==> config.mk <==
export PLATFORM = sky130hd
export DESIGN_NAME = searchable_vector_table
export DESIGN_NICKNAME = d
export VERILOG_FILES = /design/src/rtl/core/svt_pkg.sv /design/src/rtl/core/searchable_vector_table.sv /design/src/rtl/core/svt_ram.sv /design/src/rtl/core/svt_seq.sv
export SDC_FILE = /design/constraint.sdc
export NUM_CORES = 2
export LEC_CHECK = 0
export BUFFER_PORTS_ARGS = -buffer_cell sky130_fd_sc_hd__buf_2
export CORE_MARGIN = 2
export CORE_UTILIZATION = 30
export DETAILED_ROUTE_END_ITERATION = 10
export PLACE_DENSITY = 0.46
export SLEW_MARGIN = 25
export SYNTH_ARGS = -nofsm -noshare
export SYNTH_HDL_FRONTEND = slang
export SYNTH_SLANG_ARGS = --single-unit
==> constraint.sdc <==
create_clock -name clock -period 5.31 [get_ports clock]
set_input_delay 0.531 -clock clock [delete_from_list [all_inputs] [get_ports clock]]
set_output_delay 0.531 -clock clock [all_outputs]
set_load 0.01 [all_outputs]
==> src/rtl/core/svt_pkg.sv <==
// ============================================================================
// svt_pkg
// Shared types and codes for the searchable vector table: request codes,
// status codes and the request and result bundles passed between modules.
// ============================================================================
package svt_pkg;

   // Request codes carried in the func field.
   localparam logic [3:0] OP_READ   = 4'd0;
   localparam logic [3:0] OP_WRITE  = 4'd1;
   localparam logic [3:0] OP_PUSH   = 4'd2;
   localparam logic [3:0] OP_POP    = 4'd3;
   localparam logic [3:0] OP_INSERT = 4'd4;
   localparam logic [3:0] OP_ERASE  = 4'd5;
   localparam logic [3:0] OP_FIND   = 4'd6;
   localparam logic [3:0] OP_CLEAR  = 4'd7;
   localparam logic [3:0] OP_ASSIGN = 4'd8;

   // Status codes returned with every result.
   localparam logic [1:0] ST_OK    = 2'd0;
   localparam logic [1:0] ST_RANGE = 2'd1;
   localparam logic [1:0] ST_FULL  = 2'd2;
   localparam logic [1:0] ST_EMPTY = 2'd3;

   // One request transaction.
   typedef struct packed {
      logic [3:0]         func;
      logic [6:0]         position;
      logic signed [31:0] value;
      logic [6:0]         count;
   } req_type;

   // One result transaction.
   typedef struct packed {
      logic signed [31:0] read_value;
      logic [6:0]         found_position;
      logic [6:0]         size_now;
      logic [1:0]         status;
   } rsp_type;

endpackage

==> src/rtl/core/searchable_vector_table.sv <==
// ============================================================================
// searchable_vector_table
// Ordered array of up to DEPTH values with positional access, push and pop,
// insert and erase with shifting, search by value, clear and assign.
// ============================================================================
//
//   Channel   Direction  Handshake               Payload
//   req_      in         req_valid / req_ready   func, position, value, count
//   rsp_      out        rsp_valid / rsp_ready   read_value, found_position,
//                                                size_now, status
//
// One request at a time. Write, push, pop, clear, rejected requests and
// unused codes go straight to the result register; read waits for the
// registered memory read. Insert moves the entries from its position up,
// unless it appends at the end, then writes count copies; erase moves the
// entries above its position down unless it removes the last one; assign
// writes count copies and find reads up to size entries, all through the
// single entry memory moving one word per cycle.
// Reset clears the fill count and the sequencer; entries need no clearing.
// A new request is taken while the previous result still waits in the
// output register; it then holds in its final state until that slot frees.
//
module searchable_vector_table #(
   parameter int DEPTH      = 64,
   parameter int VALUE_BITS = 32
) (
   input  logic               clock,
   input  logic               reset,
   input  logic               req_valid,
   output logic               req_ready,
   input  logic [3:0]         req_func,
   input  logic [6:0]         req_position,
   input  logic signed [31:0] req_value,
   input  logic [6:0]         req_count,
   output logic               rsp_valid,
   input  logic               rsp_ready,
   output logic signed [31:0] rsp_read_value,
   output logic [6:0]         rsp_found_position,
   output logic [6:0]         rsp_size_now,
   output logic [1:0]         rsp_status
);

   localparam int AW = $clog2(DEPTH);

   svt_pkg::req_type      req;
   svt_pkg::rsp_type      done_data;
   logic                  done_valid;
   logic                  done_ready;
   logic                  ram_wr_en;
   logic [AW-1:0]         ram_wr_addr;
   logic [VALUE_BITS-1:0] ram_wr_data;
   logic                  ram_rd_en;
   logic [AW-1:0]         ram_rd_addr;
   logic [VALUE_BITS-1:0] ram_rd_data;

   logic                  rsp_valid_ff, rsp_valid_in;
   svt_pkg::rsp_type      rsp_ff;

   assign req.func     = req_func;
   assign req.position = req_position;
   assign req.value    = req_value;
   assign req.count    = req_count;

   svt_seq #(
      .DEPTH      (DEPTH),
      .VALUE_BITS (VALUE_BITS)
   ) u_seq (
      .clock       (clock),
      .reset       (reset),
      .req_valid   (req_valid),
      .req_ready   (req_ready),
      .req         (req),
      .done_valid  (done_valid),
      .done_ready  (done_ready),
      .done_data   (done_data),
      .ram_wr_en   (ram_wr_en),
      .ram_wr_addr (ram_wr_addr),
      .ram_wr_data (ram_wr_data),
      .ram_rd_en   (ram_rd_en),
      .ram_rd_addr (ram_rd_addr),
      .ram_rd_data (ram_rd_data)
   );

   svt_ram #(
      .DEPTH      (DEPTH),
      .VALUE_BITS (VALUE_BITS)
   ) u_ram (
      .clock   (clock),
      .wr_en   (ram_wr_en),
      .wr_addr (ram_wr_addr),
      .wr_data (ram_wr_data),
      .rd_en   (ram_rd_en),
      .rd_addr (ram_rd_addr),
      .rd_data (ram_rd_data)
   );

   // Output register: loads a finished result whenever the slot is free.
   assign done_ready = !rsp_valid_ff || rsp_ready;

   always_comb begin
      rsp_valid_in = rsp_valid_ff;
      if (done_valid && done_ready) begin
         rsp_valid_in = 1'b1;
      end else if (rsp_ready) begin
         rsp_valid_in = 1'b0;
      end
   end

   always_ff @(posedge clock) begin
      if (reset) begin
         rsp_valid_ff <= 1'b0;
      end else begin
         rsp_valid_ff <= rsp_valid_in;
      end
   end

   always_ff @(posedge clock) begin
      if (done_valid && done_ready) begin
         rsp_ff <= done_data;
      end
   end

   assign rsp_valid          = rsp_valid_ff;
   assign rsp_read_value     = rsp_ff.read_value;
   assign rsp_found_position = rsp_ff.found_position;
   assign rsp_size_now       = rsp_ff.size_now;
   assign rsp_status         = rsp_ff.status;

endmodule

==> src/rtl/core/svt_ram.sv <==
// ============================================================================
// svt_ram
// Entry storage: one write port and one read port, read data registered.
// ============================================================================
module svt_ram #(
   parameter int DEPTH      = 64,
   parameter int VALUE_BITS = 32
) (
   input  logic                         clock,
   input  logic                         wr_en,
   input  logic [$clog2(DEPTH)-1:0]     wr_addr,
   input  logic [VALUE_BITS-1:0]        wr_data,
   input  logic                         rd_en,
   input  logic [$clog2(DEPTH)-1:0]     rd_addr,
   output logic [VALUE_BITS-1:0]        rd_data
);

   logic [VALUE_BITS-1:0] mem_ff [DEPTH];
   logic [VALUE_BITS-1:0] rd_data_ff;

   // Write port.
   always_ff @(posedge clock) begin
      if (wr_en) begin
         mem_ff[wr_addr] <= wr_data;
      end
   end

   // Registered read port.
   always_ff @(posedge clock) begin
      if (rd_en) begin
         rd_data_ff <= mem_ff[rd_addr];
      end
   end

   assign rd_data = rd_data_ff;

endmodule

==> src/rtl/core/svt_seq.sv <==
// ============================================================================
// svt_seq
// Request sequencer: decodes a request, checks its bounds, keeps the fill
// count and walks the entry memory for reads, shifts, fills and searches.
// ============================================================================
module svt_seq #(
   parameter int DEPTH      = 64,
   parameter int VALUE_BITS = 32
) (
   input  logic                       clock,
   input  logic                       reset,
   input  logic                       req_valid,
   output logic                       req_ready,
   input  svt_pkg::req_type           req,
   output logic                       done_valid,
   input  logic                       done_ready,
   output svt_pkg::rsp_type           done_data,
   output logic                       ram_wr_en,
   output logic [$clog2(DEPTH)-1:0]   ram_wr_addr,
   output logic [VALUE_BITS-1:0]      ram_wr_data,
   output logic                       ram_rd_en,
   output logic [$clog2(DEPTH)-1:0]   ram_rd_addr,
   input  logic [VALUE_BITS-1:0]      ram_rd_data
);

   localparam int AW = $clog2(DEPTH);
   localparam int CW = $clog2(DEPTH + 1);
   localparam int EW = ((CW > 7) ? CW : 7) + 1;

   typedef enum logic [5:0] {
      S_IDLE   = 6'b000001,
      S_RDWAIT = 6'b000010,
      S_SHIFT  = 6'b000100,
      S_FILL   = 6'b001000,
      S_SCAN   = 6'b010000,
      S_DONE   = 6'b100000
   } state_type;

   state_type             state_ff, state_in;
   logic [CW-1:0]         fill_ff, fill_in;
   logic [AW-1:0]         rd_idx_ff, rd_idx_in;
   logic [AW-1:0]         wr_idx_ff, wr_idx_in;
   logic [AW-1:0]         dst_ff, dst_in;
   logic [CW-1:0]         rem_ff, rem_in;
   logic                  pend_ff, pend_in;
   logic                  up_ff, up_in;
   logic [6:0]            cnt_ff, cnt_in;
   logic [VALUE_BITS-1:0] val_ff, val_in;
   svt_pkg::rsp_type      res_ff, res_in;

   logic [63:0]           val_wide;
   logic [VALUE_BITS-1:0] val_req;
   logic [EW-1:0]         pos_e, cnt_e, fill_e, ins_sum, erase_moves;

   // The input value is sign-extended, then cut to the stored width.
   assign val_wide    = 64'(req.value);
   assign val_req     = val_wide[VALUE_BITS-1:0];
   assign pos_e       = EW'(req.position);
   assign cnt_e       = EW'(req.count);
   assign fill_e      = EW'(fill_ff);
   assign ins_sum     = fill_e + cnt_e;
   assign erase_moves = fill_e - pos_e - EW'(1);

   assign req_ready  = (state_ff == S_IDLE);
   assign done_valid = (state_ff == S_DONE);
   assign done_data  = res_ff;

   // Next-state logic and memory port control.
   always_comb begin
      state_in  = state_ff;
      fill_in   = fill_ff;
      rd_idx_in = rd_idx_ff;
      wr_idx_in = wr_idx_ff;
      dst_in    = dst_ff;
      rem_in    = rem_ff;
      pend_in   = pend_ff;
      up_in     = up_ff;
      cnt_in    = cnt_ff;
      val_in    = val_ff;
      res_in    = res_ff;

      ram_wr_en   = 1'b0;
      ram_wr_addr = wr_idx_ff;
      ram_wr_data = val_ff;
      ram_rd_en   = 1'b0;
      ram_rd_addr = rd_idx_ff;

      case (state_ff)
         S_IDLE: begin
            if (req_valid) begin
               val_in                = val_req;
               cnt_in                = req.count;
               pend_in               = 1'b0;
               res_in.read_value     = '0;
               res_in.found_position = '0;
               res_in.status         = svt_pkg::ST_OK;
               state_in              = S_DONE;
               case (req.func)
                  svt_pkg::OP_READ: begin
                     if (pos_e < fill_e) begin
                        ram_rd_en   = 1'b1;
                        ram_rd_addr = pos_e[AW-1:0];
                        state_in    = S_RDWAIT;
                     end else begin
                        res_in.status = svt_pkg::ST_RANGE;
                     end
                  end
                  svt_pkg::OP_WRITE: begin
                     if (pos_e < fill_e) begin
                        ram_wr_en   = 1'b1;
                        ram_wr_addr = pos_e[AW-1:0];
                        ram_wr_data = val_req;
                     end else begin
                        res_in.status = svt_pkg::ST_RANGE;
                     end
                  end
                  svt_pkg::OP_PUSH: begin
                     if (fill_e < EW'(DEPTH)) begin
                        ram_wr_en   = 1'b1;
                        ram_wr_addr = fill_e[AW-1:0];
                        ram_wr_data = val_req;
                        fill_in     = fill_ff + CW'(1);
                     end else begin
                        res_in.status = svt_pkg::ST_FULL;
                     end
                  end
                  svt_pkg::OP_POP: begin
                     if (fill_ff != '0) begin
                        fill_in = fill_ff - CW'(1);
                     end else begin
                        res_in.status = svt_pkg::ST_EMPTY;
                     end
                  end
                  svt_pkg::OP_INSERT: begin
                     if (pos_e > fill_e) begin
                        res_in.status = svt_pkg::ST_RANGE;
                     end else if (ins_sum > EW'(DEPTH)) begin
                        res_in.status = svt_pkg::ST_FULL;
                     end else begin
                        fill_in   = CW'(ins_sum);
                        wr_idx_in = pos_e[AW-1:0];
                        if (cnt_e == '0) begin
                           state_in = S_DONE;
                        end else if (pos_e == fill_e) begin
                           // Appending at the end: nothing to move.
                           rem_in   = CW'(cnt_e);
                           state_in = S_FILL;
                        end else begin
                           // Move the tail up, highest entry first.
                           rd_idx_in = AW'(fill_e - EW'(1));
                           rem_in    = CW'(fill_e - pos_e);
                           up_in     = 1'b1;
                           state_in  = S_SHIFT;
                        end
                     end
                  end
                  svt_pkg::OP_ERASE: begin
                     if (fill_ff == '0) begin
                        res_in.status = svt_pkg::ST_EMPTY;
                     end else if (pos_e >= fill_e) begin
                        res_in.status = svt_pkg::ST_RANGE;
                     end else begin
                        fill_in = fill_ff - CW'(1);
                        if (erase_moves != '0) begin
                           // Move the tail down, lowest entry first.
                           rd_idx_in = AW'(pos_e + EW'(1));
                           rem_in    = CW'(erase_moves);
                           up_in     = 1'b0;
                           state_in  = S_SHIFT;
                        end
                     end
                  end
                  svt_pkg::OP_FIND: begin
                     res_in.found_position = 7'(fill_ff);
                     rd_idx_in             = '0;
                     rem_in                = fill_ff;
                     state_in              = S_SCAN;
                  end
                  svt_pkg::OP_CLEAR: begin
                     fill_in = '0;
                  end
                  svt_pkg::OP_ASSIGN: begin
                     if (cnt_e > EW'(DEPTH)) begin
                        res_in.status = svt_pkg::ST_FULL;
                     end else begin
                        fill_in   = CW'(cnt_e);
                        wr_idx_in = '0;
                        rem_in    = CW'(cnt_e);
                        if (cnt_e != '0) begin
                           state_in = S_FILL;
                        end
                     end
                  end
                  default: begin
                     res_in.status = svt_pkg::ST_OK;
                  end
               endcase
               res_in.size_now = 7'(fill_in);
            end
         end

         S_RDWAIT: begin
            res_in.read_value = 32'(64'($signed(ram_rd_data)));
            state_in          = S_DONE;
         end

         // Streaming move: the word read last cycle is written to its new place
         // while the next word is read.
         S_SHIFT: begin
            if (pend_ff) begin
               ram_wr_en   = 1'b1;
               ram_wr_addr = dst_ff;
               ram_wr_data = ram_rd_data;
            end
            if (rem_ff != '0) begin
               ram_rd_en   = 1'b1;
               ram_rd_addr = rd_idx_ff;
               pend_in     = 1'b1;
               rem_in      = rem_ff - CW'(1);
               if (up_ff) begin
                  dst_in    = AW'(EW'(rd_idx_ff) + EW'(cnt_ff));
                  rd_idx_in = rd_idx_ff - AW'(1);
               end else begin
                  dst_in    = rd_idx_ff - AW'(1);
                  rd_idx_in = rd_idx_ff + AW'(1);
               end
            end else begin
               pend_in = 1'b0;
               if (up_ff) begin
                  rem_in   = CW'(cnt_ff);
                  state_in = S_FILL;
               end else begin
                  state_in = S_DONE;
               end
            end
         end

         // Write copies of the value, one entry per cycle.
         S_FILL: begin
            ram_wr_en   = 1'b1;
            ram_wr_addr = wr_idx_ff;
            ram_wr_data = val_ff;
            wr_idx_in   = wr_idx_ff + AW'(1);
            rem_in      = rem_ff - CW'(1);
            if (rem_ff == CW'(1)) begin
               state_in = S_DONE;
            end
         end

         // Search from the lowest entry; stop at the first match.
         S_SCAN: begin
            if (pend_ff && (ram_rd_data == val_ff)) begin
               res_in.found_position = 7'(dst_ff);
               pend_in               = 1'b0;
               state_in              = S_DONE;
            end else if (rem_ff != '0) begin
               ram_rd_en   = 1'b1;
               ram_rd_addr = rd_idx_ff;
               pend_in     = 1'b1;
               dst_in      = rd_idx_ff;
               rd_idx_in   = rd_idx_ff + AW'(1);
               rem_in      = rem_ff - CW'(1);
            end else begin
               pend_in  = 1'b0;
               state_in = S_DONE;
            end
         end

         S_DONE: begin
            if (done_ready) begin
               state_in = S_IDLE;
            end
         end

         default: begin
            state_in = S_IDLE;
         end
      endcase
   end

   // Control registers.
   always_ff @(posedge clock) begin
      if (reset) begin
         state_ff <= S_IDLE;
         fill_ff  <= '0;
         pend_ff  <= 1'b0;
      end else begin
         state_ff <= state_in;
         fill_ff  <= fill_in;
         pend_ff  <= pend_in;
      end
   end

   // Working registers of the current request.
   always_ff @(posedge clock) begin
      rd_idx_ff <= rd_idx_in;
      wr_idx_ff <= wr_idx_in;
      dst_ff    <= dst_in;
      rem_ff    <= rem_in;
      up_ff     <= up_in;
      cnt_ff    <= cnt_in;
      val_ff    <= val_in;
      res_ff    <= res_in;
   end

endmodule

# [Word level (Yosys, flattened, before mapping)]
# Memories as Yosys holds them, arrays and structs flattened. A register that Yosys moved wholly into a read port is not among the register bits.
# Cells that the tools add are included.
[word_totals] out_inout_bits=50 ramBits=2048 memories=1 in_bits=54 register_bits=176 elab_cells=235
[mem_list] name="u_ram.mem_ff" words=64 width=32 rd=1 rd_clocked_by_memory_dff=1 write_ports=1 line="svt_ram.sv:18" rtl="logic [VALUE_BITS-1:0] mem_ff [DEPTH];"
[op_classes] n_reduce_logical=30 muxes=122 eq_ne=45 n_addsub=12 n_lt_le_gt_ge=6
[op_table] op="$mux 6" count=44
[op_table] op="$pmux 32 s2" count=3
[op_table] op="$mux 7" count=22
[op_table] op="$mux 32" count=4
[op_table] op="$pmux 6 s2" count=5
[op_table] op="$pmux 7 s4" count=2
[op_table] op="$mux 48" count=1
[op_table] op="$pmux 7 s6" count=1
[op_table] op="$pmux 6 s3" count=2
[op_table] op="$pmux 6 s6" count=1
[op_table] op="$eq 32x32->1" count=1
[op_table] op="$pmux 6 s5" count=1
[op_table] op="$reduce_and 13->1" count=2
[op_table] op="$ne 3x3->1 const B" count=8
[op_table] op="$mux 1" count=22
[op_table] op="$add 6x1->6 const B" count=3
[op_table] op="$ne 2x2->1 const B" count=9
[op_table] op="$eq 4x3->1 const B" count=4
[op_table] op="$reduce_bool 8->1" count=2
[op_table] op="$pmux 7 s2" count=1
[op_table] op="$reduce_bool 7->1" count=2
[op_table] op="$sub 7x1->7 const B" count=2
[op_table] op="$mux 2" count=6
[op_table] op="$ne 2x1->1 const B" count=6
[op_table] op="47 further kinds" count=61

# [Depth between registers and ports, before layout]
[depth] depth_word=9 depth_mapped=17 depth_no_buf=12

# [Modules after synthesis]
# Synthesis repeated with hierarchy kept, for this count alone.
[hier_totals] cells_unflattened=4502 area_unflattened_um2=89671.0
[modules_own_cells] module="svt_ram" instances=1 area_each_um2=79359.9 seq_area_each_um2=62459.9 cells_each=3511
[modules_own_cells] module="svt_seq" instances=1 area_each_um2=8814.7 seq_area_each_um2=3673.5 cells_each=938
[modules_own_cells] module="searchable_vector_table" instances=1 area_each_um2=1496.4 seq_area_each_um2=1461.4 cells_each=53

# [Worst setup path after synthesis]
# OpenSTA, ideal clock, no wires.
[synth_timing] path_kind="flip-flop to flip-flop" start="register u_seq.fill_ff[0]" end="memory u_ram.mem_ff[39][0] (enable)" setup_ps=421 path_stages_with_launch=14 arrival_time_ps=4617 t_required_ps=4889 synth_period_minus_slack_ps=5038 n_path_buf=2 slack_ps=272 path_cell_list="dfxtp_1 clkbuf_1 inv_1 ha_1 fa_1 nand2b_1 a211o_1 a211oi_2 o2bb2ai_1 a21oi_1 o21ai_1 or3b_1 buf_2 nor2_1"
[synth_via] elab_chain_len=7 elab_cells_between_ends=14 cone_classes="2 x order compare; 12 x mux"
[synth_rtl] element="start: declaration" line="svt_seq.sv:40" rtl="logic [CW-1:0] fill_ff, fill_in;"
[synth_rtl] element="start signal: assignment" line="svt_seq.sv:289" rtl="fill_ff <= fill_in;"
[synth_rtl] element="$lt 7x7->1, on equally long branches" line="svt_seq.sv:118, svt_seq.sv:109"
[synth_rtl] element="$mux 1, on equally long branches" line="svt_seq.sv:118, svt_seq.sv:109"
[synth_rtl] element="$pmux 1 s2" line="svt_seq.sv:98" rtl="case (req.func)"
[synth_rtl] element="$mux 1" line="svt_seq.sv:90" rtl="if (req_valid) begin"
[synth_rtl] element="$pmux 1 s3" line="svt_seq.sv:88" rtl="case (state_ff)"
[synth_rtl] element="$mux 1" line="svt_ram.sv:23" rtl="if (wr_en) begin"
[synth_rtl] element="$mux 1 (not written as such)" line="svt_ram.sv:24" rtl="mem_ff[wr_addr] <= wr_data;"
[synth_rtl] element="end: declaration" line="svt_ram.sv:18"
# Several ways; a longest one is shown, not always the timed one.

# [Worst setup path after layout]
[layout_timing] start="register u_seq.fill_ff[0]" end="register u_ram.rd_data_ff[12] (netlist: u_ram.rd_data[12]), read port of u_ram.mem_ff, data pin"
[layout_via] elab_chain_len=5 elab_cells_between_ends=9 cone_classes="1 x order compare; 8 x mux"
[layout_rtl] element="$lt 7x7->1 (*)" line="svt_seq.sv:100" rtl="if (pos_e < fill_e) begin"
[layout_rtl] element="$mux 1 or $mux 6 (tied branches)" line="svt_seq.sv:100"
[layout_rtl] element="$mux 1 or $mux 6 (tied branches)" line="svt_seq.sv:98"
[layout_rtl] element="$mux 1 or $mux 6 (tied branches)" line="svt_seq.sv:90"
[layout_rtl] element="$pmux 1 s3 or $mux 6 (tied branches)"
[layout_rtl] element="end: declaration" line="svt_ram.sv:19" rtl="logic [VALUE_BITS-1:0] rd_data_ff;"
# Every way passes the cells marked *; elsewhere a longest branch is shown, timed or not.
# A chain may end at the register's enable or synchronous reset.

==> results.toml <==
[run_status]
status = "finished clean"

[synth]
synth_nets = 6125
synth_top_area_share_pct = 74.3
synth_area_leaders = "edfxtp_1 74%, mux2i_1 6.6%, nand2_1 4.0%"
netlist_top_cells_count = "2241 x edfxtp_1, 963 x nand2_1, 594 x mux2i_1"
yosys.area.top_type = "edfxtp_1"
netlist_area_um2 = 90600
avgSynthCellArea_um2 = 15.0
yosysSeqAreaShare_pct = 74.6
synth_edf_count = 2241
synthArstFlopShare_pct = 0
yosys.cell_types.count = 82
synthCells = 6038
synth_flop_cell = "edfxtp_1"
ys_ff_latch = 2256
yosys_warnings = 0
yosysMostFrequentCell = "edfxtp_1"

[power_and_ir_drop]
swShare_pct = 26.7
ir_drop_uv = 293
p_leak_nw = 36.4
power_density_nw_per_um2 = 412
power_mw = 44.5
power_frac_clock_pct = 36.7
pwr-share-seq_pct = 49.3
p_int_mw = 32.6
power_switching_mw = 11.9
comb_power_share_pct = 14.0

[floorplanning]
fp.dieH_um = 553
core_area_um2 = 300000
rows = 201
die_area_um2 = 306000
die_w_um = 553
initial_core_util_pct = 30.2
io_pins = 104

[sta]
worst_slack_ns = 0.192
grt_setup_unrepaired = "no"
setup_viol = 0
finClkSkew_ns = 0.0735
min_period_ns = 5.12
fin_crit_sh_pct = 96.4
fmax_mhz = 195
relSlewSlack_pct = 27.9
drv_slew = 0
hold_viol = 0
worst_pin_slew_ns = 1.07

[cells_and_area]
nets = 6623
drive_gt1_share_pct = 15.4
fin_cells = 10698
fin_util_pct = 36.1
area_growth_syn_to_layout_pct = 19.4
finish.instance_area_um2 = 108000
fillCellCount = 28457

[worst_setup_path]
cp.required_ns = 5.90
worstSetupPathType = "flip-flop to flip-flop"
slowest_delay_ns = 0.53
cp_data_arrival_time_ns = 5.71
cp-start-kind = "flip-flop"
crit_slowest_cell = "o21ai_0"
cp_cell_sequence = "inv_1 > ha_1 > fa_1 > nand2b_1 > a211oi_1 > o2111ai_4 > mux2i_4 > buf_12 > buf_4 > mux2i_1 > o22ai_1 > o21ai_0 > buf_4 > and4_1 > buf_12 > nand4_1"
worst-path-max-fanout = 46
end_kind = "flip-flop"

[global_route]
first_global_vias = 53919
grt_antenna_before_repair = 20
grt_max_degree = 75
grt_pass1_wl_mm = 423
gr-total-overflow = 0
grt_usage_pct = 19.2

[cts]
cts.path.max_buffers = 4
cts.sinks = 2256
h-tree-depth = 4
cts_tree = "done"
ctsRootBufferMaster = "clkbuf_16"
numCtsBuffers = 245
path_clk_slew_ns = 0.06
clkLatencyLatePin_ns = 0.92
cts_setup_buffers = 0

[drt]
drt_first_pass_iters = 5
drt_wl_total_mm = 304
via_per_inst = 5.27
vias = 56402
ant_nets = 0
wl_per_cell_um = 28.4
post-route-drc-count = 0
drtIter0Drc = 6232

[placement]
hpwl_mm = 186
dp.cells = 10205
place_congestion = 0.869
place_area_um2 = 100000
io_buffers = 103
dp_slack_ns = -0.105

[hold_path]
worstHoldPathType = "input port to flip-flop"

[job]
cap_violations = 0
cells by family (layout without fill, tap and decap cells):
family / count (synthesis) / after routing / synth area share, %
adders and majority gates: 33 / 33 / 0.481
other: 0 / 20 / 0
and+or+nand+nor: 1719 / 1719 / 8.55
DFF: 2256 / 2256 / 74.6
AOI/OAI and AO/OA: 964 / 964 / 6.91
xor gates and xnor gates: 72 / 72 / 0.696
muxes: 596 / 596 / 6.59
buffers and inverters: 398 / 1080 / 2.15
layer usage:
metal	vias to the layer above	wire, um	global-route usage, %
li1	24461	-	-
met1	29442	136000	27.4
met2	2091	141000	31.0
met3	404	18600	2.21
met4	4	8500	5.12
met5	-	33	0
sequential cells by signal, indices dropped and copies added (netlist names), 7 cells and up:
name	flops
rsp_found_position	7
rsp_read_value	32
rsp_size_now	7
u_ram.mem_ff	2048
u_ram.rd_data	32
u_seq.cnt_ff	7
u_seq.done_data	48
u_seq.fill_ff	7
u_seq.rem_ff	7
u_seq.val_ff	32
worst max-delay path: cells and delay by family (launching register included):
| kind | cells | cell delay [ns] |
|---|---|---|
| and+or+nand+nor | 3 | 0.53 |
| buffers and inverters | 5 | 1.13 |
| adders and majority gates | 2 | 0.62 |
| AOI/OAI and AO/OA | 4 | 1.34 |
| muxes | 2 | 0.80 |
| DFF | 1 | 0.33 |
placed cells by master, fill, tap and decap left out, types with 20 or more instances in the layout:
cell / synthesis / routed
o22ai_1: 265 / 265
inv_1: 33 / 33
diode_2: 0 / 20
buf_12: 0 / 134
a32oi_1: 68 / 68
a21oi_1: 98 / 95
clkinv_1: 2 / 50
nand2_1: 963 / 961
and2_1: 41 / 41
buf_4: 66 / 334
ha_1: 30 / 30
buf_2: 137 / 103
nor2_4: 0 / 65
clkbuf_1: 131 / 58
o21ai_0: 171 / 168
and3_1: 41 / 41
nor3_1: 52 / 52
xnor2_1: 54 / 54
a31oi_1: 184 / 182
clkbuf_16: 0 / 246
a221o_2: 0 / 31
clkinv_2: 1 / 42
nand3_1: 278 / 278
edfxtp_1: 2241 / 2241
dlygate4sd3_1: 0 / 42
nor2_1: 138 / 73
nand4_1: 105 / 105
mux2i_1: 594 / 593
power groups by stage:
stage	clock network (mW)	registers (mW)	logic (mW)
CTS	16.7	21.9	6.27
detailed placement	0	22.3	6.23
global route	17.3	22.0	6.56
finish	16.3	22.0	6.23
global placement	0	22.3	6.13
floorplan	0	22.4	2.45
metrics by stage:
| stage | hold WS [ns] | setup TNS, ns |
|---|---|---|
| after floorplan | 0.400 | 0 |
| after global placement | 0.405 | -0.528 |
| after detailed placement | 0.405 | -0.179 |
| after CTS | 0.0535 | 0 |
| after global routing | 0.114 | 0 |
| final | 0.122 | 0 |
timing repair:
item / 4_1_cts / 5_1_grt
hold endpoints to repair: 43 / 0
hold buffers: 42 / 0
gates resized for setup: 0 / 1
setup endpoints to repair: 0 / 1
final timing paths:
| check | depth (start not counted) | endpoint | startpoint | slack, ns |
|---|---|---|---|---|
| setup / recovery | 16 | u_ram.rd_data[12]$_DFFE_PP_ | u_seq.fill_ff[0]$_SDFFE_PP0P_ | 0.19 |
| hold / removal | 3 | u_seq.wr_idx_ff[3]$_DFFE_PP_ | req_position[3] | 0.12 |
| hold reg to reg | 0 | rsp_read_value[29]$_DFFE_PP_ | u_seq.done_data[45]$_DFFE_PP_ | 0.41 |
| setup reg to reg | 16 | u_ram.rd_data[12]$_DFFE_PP_ | u_seq.fill_ff[0]$_SDFFE_PP0P_ | 0.19 |
final cells by class:
type / instances / area [um2] / share of cell area, %
flip-flops and latches: 2256 / 67600 / 62.5
multi-input cells: 3384 / 21800 / 20.2
clock buffers: 305 / 6390 / 5.90
repair buffers: 613 / 6130 / 5.66
well taps: 3958 / 4950 / 4.58
clock inverters: 126 / 1150 / 1.06
inverters: 36 / 136 / 0.126
diodes: 20 / 50.0 / 0.0463
Power figures use the tool's default switching activity.
